$ cat src/rtl/core/astm_ram.sv
// ----------------------------------------------------------------------------
// astm_ram
// Generic single-write, single-read synchronous RAM. The read is registered,
// returns the old contents on a same-address write, and holds while rd_en is
// low.
// ----------------------------------------------------------------------------
module astm_ram #(
   parameter int DATA_W = 8,
   parameter int DEPTH  = 256,
   localparam int ADDR_W = $clog2(DEPTH)
) (
   input  logic              clock,
   input  logic              wr_en,
   input  logic [ADDR_W-1:0] wr_addr,
   input  logic [DATA_W-1:0] wr_data,
   input  logic              rd_en,
   input  logic [ADDR_W-1:0] rd_addr,
   output logic [DATA_W-1:0] rd_data
);

   logic [DATA_W-1:0] mem_ff [DEPTH];
   logic [DATA_W-1:0] rd_data_ff;

   always_ff @(posedge clock) begin
      if (wr_en) begin
         mem_ff[wr_addr] <= wr_data;
      end
      if (rd_en) begin
         rd_data_ff <= mem_ff[rd_addr];
      end
   end

   assign rd_data = rd_data_ff;

endmodule

$ cat config.mk
export PLATFORM = sky130hd
export DESIGN_NAME = astm_ram
export DESIGN_NICKNAME = d
export VERILOG_FILES = /design/src/rtl/core/astm_ram.sv
export SDC_FILE = /design/constraint.sdc
export NUM_CORES = 2
export LEC_CHECK = 0
export BUFFER_PORTS_ARGS = -buffer_cell sky130_fd_sc_hd__buf_4
export CAP_MARGIN = 20
export CORE_ASPECT_RATIO = 1.1
export CORE_MARGIN = 1.5
export CORE_UTILIZATION = 32
export CTS_CLUSTER_SIZE = 20
export DETAILED_ROUTE_END_ITERATION = 12
export SKIP_CTS_REPAIR_TIMING = 1
export SYNTH_ARGS = -nofsm -noshare
export SYNTH_HDL_FRONTEND = slang
export SYNTH_SLANG_ARGS = --single-unit
$ cat constraint.sdc
create_clock -name clock -period 2.4 [get_ports clock]
set_input_delay 0.12 -clock clock [delete_from_list [all_inputs] [get_ports clock]]
set_output_delay 0.12 -clock clock [all_outputs]
set_load 0.02 [all_outputs]
==> impl_metrics.csv <==
group,metric,value,unit
final_layout,mostFrequentLayoutCells,"edfxtp_1, buf_4, mux4_2",
setup_path,crit_type,"flip-flop to flip-flop",
yosys,synthTopCellsByArea,"edfxtp_1, mux4_2, mux2i_1, nor2_1, a22oi_1",
drt,viasPerCell,5.16,
clock_tree,cts_buffers,200,
drt,vias,40400,
die,die_h,526,um
yosys,synth_seq_area_share,77.5,%
yosys,async_reset_ff_share,0,%
outcome,violations,"negative setup slack",
grt,gr-total-overflow,0,
min_path,hold_class,"input port to flip-flop",
place,place_congestion,0.825,
drt,wl_per_cell,26.5,um
timing,period_share,105,%
drt,drt_wl_total,208000,um
yosys,mappedNetlistArea,79600,sq um
timing,fin_skew,0.0410,ns
setup_path,crit_arrival,3.09,ns
yosys,synth.distinct_cells,54,
run,drv_cap,0,
timing,setup_viol,3,
grt,grt_pass1_wl,298000,um
yosys,syn_inst,3733,
yosys,avgSynthCellArea,21.3,sq um
final_layout,layout_commonest_cell,"edfxtp_1",
power_and_ir_drop,power_density,786,nW/um^2
clock_tree,clock_sink_count,2056,
yosys,synth_nets,3760,
timing,min_period,2.51,ns
timing,slew_violations,0,
final_layout,drive_above_1_share,32.5,%
clock_tree,h-tree-depth,4,
die,rows,191,
die,io_pins,35,
grt,grt_max_degree,100,
place,numPortBuffers,34,
outcome,outcome,"complete, but fails checks",
clock_tree,cts_tree,"done",
grt,antenna_found_initial,10,
yosys,synth_top_area_share,77.5,%
timing,finalWorstSetupSlack,-0.110,ns
yosys,yosys_warnings,0,
grt,grt_usage,16.3,%
yosys,synth_edf_count,2056,
final_layout,area_growth,19.8,%
final_layout,fill_cells,21900,
yosys,synthFlopType,"edfxtp_1",
clock_tree,root_buffer,"clkbuf_16",
final_layout,fin_nets,4415,
die,die_w,479,um
clock_tree,clk_pin_slew,0.07,ns
timing,hold_viol_final,0,
grt,grt_pass1_vias,41200,
clock_tree,insertion_delay,0.86,ns
drt,drtIter0Drc,3946,
timing,max_freq,398,MHz
clock_tree,cts_buffer_depth,3,
timing,tightestPinTransition,0.853,ns
timing,relSlewSlack,43.0,%
timing,setup-tns-final,-0.264,ns
timing,rsz0062_at_grt,"yes",
drt,first_pass_iters,8,
drt,ant_nets,0,
setup_path,crit_path_end_kind,"flip-flop",
die,dieArea,252000,sq um
power_and_ir_drop,p_leak,30.3,nW
setup_path,setup.worst_path.start_class,"flip-flop",
die,coreArea,247000,sq um
drt,drc_errors,0,
yosys,ys_ff_latch,2056,
die,initial_core_util,32.3,%
setup_path,required,2.98,ns
setup_path,worstPathMaxFanout,1,
yosys,synth_top_area_cell,"edfxtp_1",
power_and_ir_drop,ir_drop,0.000534,V
final_layout,final_util,38.6,%
place,dp_hpwl,134000,um
==> kinds of logic (layout without fill, tap and decap cells) <==
logic type / count (synthesis) / in the layout / synth area share, %
mux: 591 / 591 / 14.6
compound gates: 385 / 385 / 3.42
buf+inv: 235 / 1057 / 1.83
other cells: 0 / 2 / 0
simple gates: 466 / 466 / 2.63
flops: 2056 / 2056 / 77.5
==> path summary, 6_finish.rpt <==
kind	from	to	slack [ns]	depth (start not counted)
worst max register to register	mem_ff[143][2]	rd_data[2]	-0.11	8
worst min register to register	mem_ff[41][3]	rd_data[3]	1.11	7
worst max-delay path	mem_ff[143][2]	rd_data[2]	-0.11	8
worst min-delay path	wr_addr[3]	mem_ff[206][5]	0.01	4
==> state kept, by name, indices dropped and copies added, names as in the netlist <==
signal   count
mem_ff    2048
rd_data      8
==> metal layers <==
layer / up-vias / track usage [%] / wire length [um]
met4: 2 / 5.40 / 6590
met1: 21700 / 21.2 / 83600
met5: - / 0 / 8
li1: 17000 / - / -
met2: 1386 / 27.9 / 105000
met3: 304 / 2.18 / 12200
==> critical path, stage by stage, from the launching register on <==
cell and delay [ns]:
edfxtp_1 0.38, mux4_2 0.47, mux4_2 0.51, nor2_2 0.14, buf_6 0.14, a2111oi_4 0.04, nor3_2 0.32, buf_4 0.19
nor4_4 0.03
==> power breakdown <==
group	leakage, nW	switching [mW]	internal, mW
sequential	18.5	0.0591	39.6
clock	3.17	13.7	17.5
combinational	8.68	2.52	1.69
total	30.3	16.3	58.7
==> metrics by stage <==
step | total power, mW | setup WS (ns) | cell area [sq um] | hold WS (ns) | cells
floorplan | 42.3 | 0.204 | 79600 | 0.219 | 3733
global placement | 44.5 | -1.90 | 88400 | 0.534 | 7454
detailed placement | 44.6 | -0.980 | 88500 | 0.541 | 7457
CTS | 75.5 | -0.528 | 95000 | -0.375 | 7826
global route | 77.0 | -0.171 | 95400 | 0.0124 | 7837
finish | 75.0 | -0.110 | 95400 | 0.0141 | 7838
==> synth_stat cells, drive strengths merged, types with 31 or more instances <==
master / n
a21oi: 96
nor2: 282
mux2i: 134
mux4: 456
clkbuf: 111
nand2: 33
nor2b: 31
edfxtp: 2056
nand3: 34
buf: 122
a22oi: 133
o221ai: 47
==> cell type report <==
class                   instances  area (sq um)  share of cell area [%]
diodes                          2          5.00                 0.00525
clock buffers                 236          5160                    5.41
clock inverters               133          1380                    1.44
inverters                       2          7.51                 0.00787
multi-input cells            1442         16800                    17.6
flip-flops and latches       2056         61700                    64.7
well taps                    3281          4110                    4.30
repair buffers                686          6220                    6.52
(Power assumes the default switching activity.)
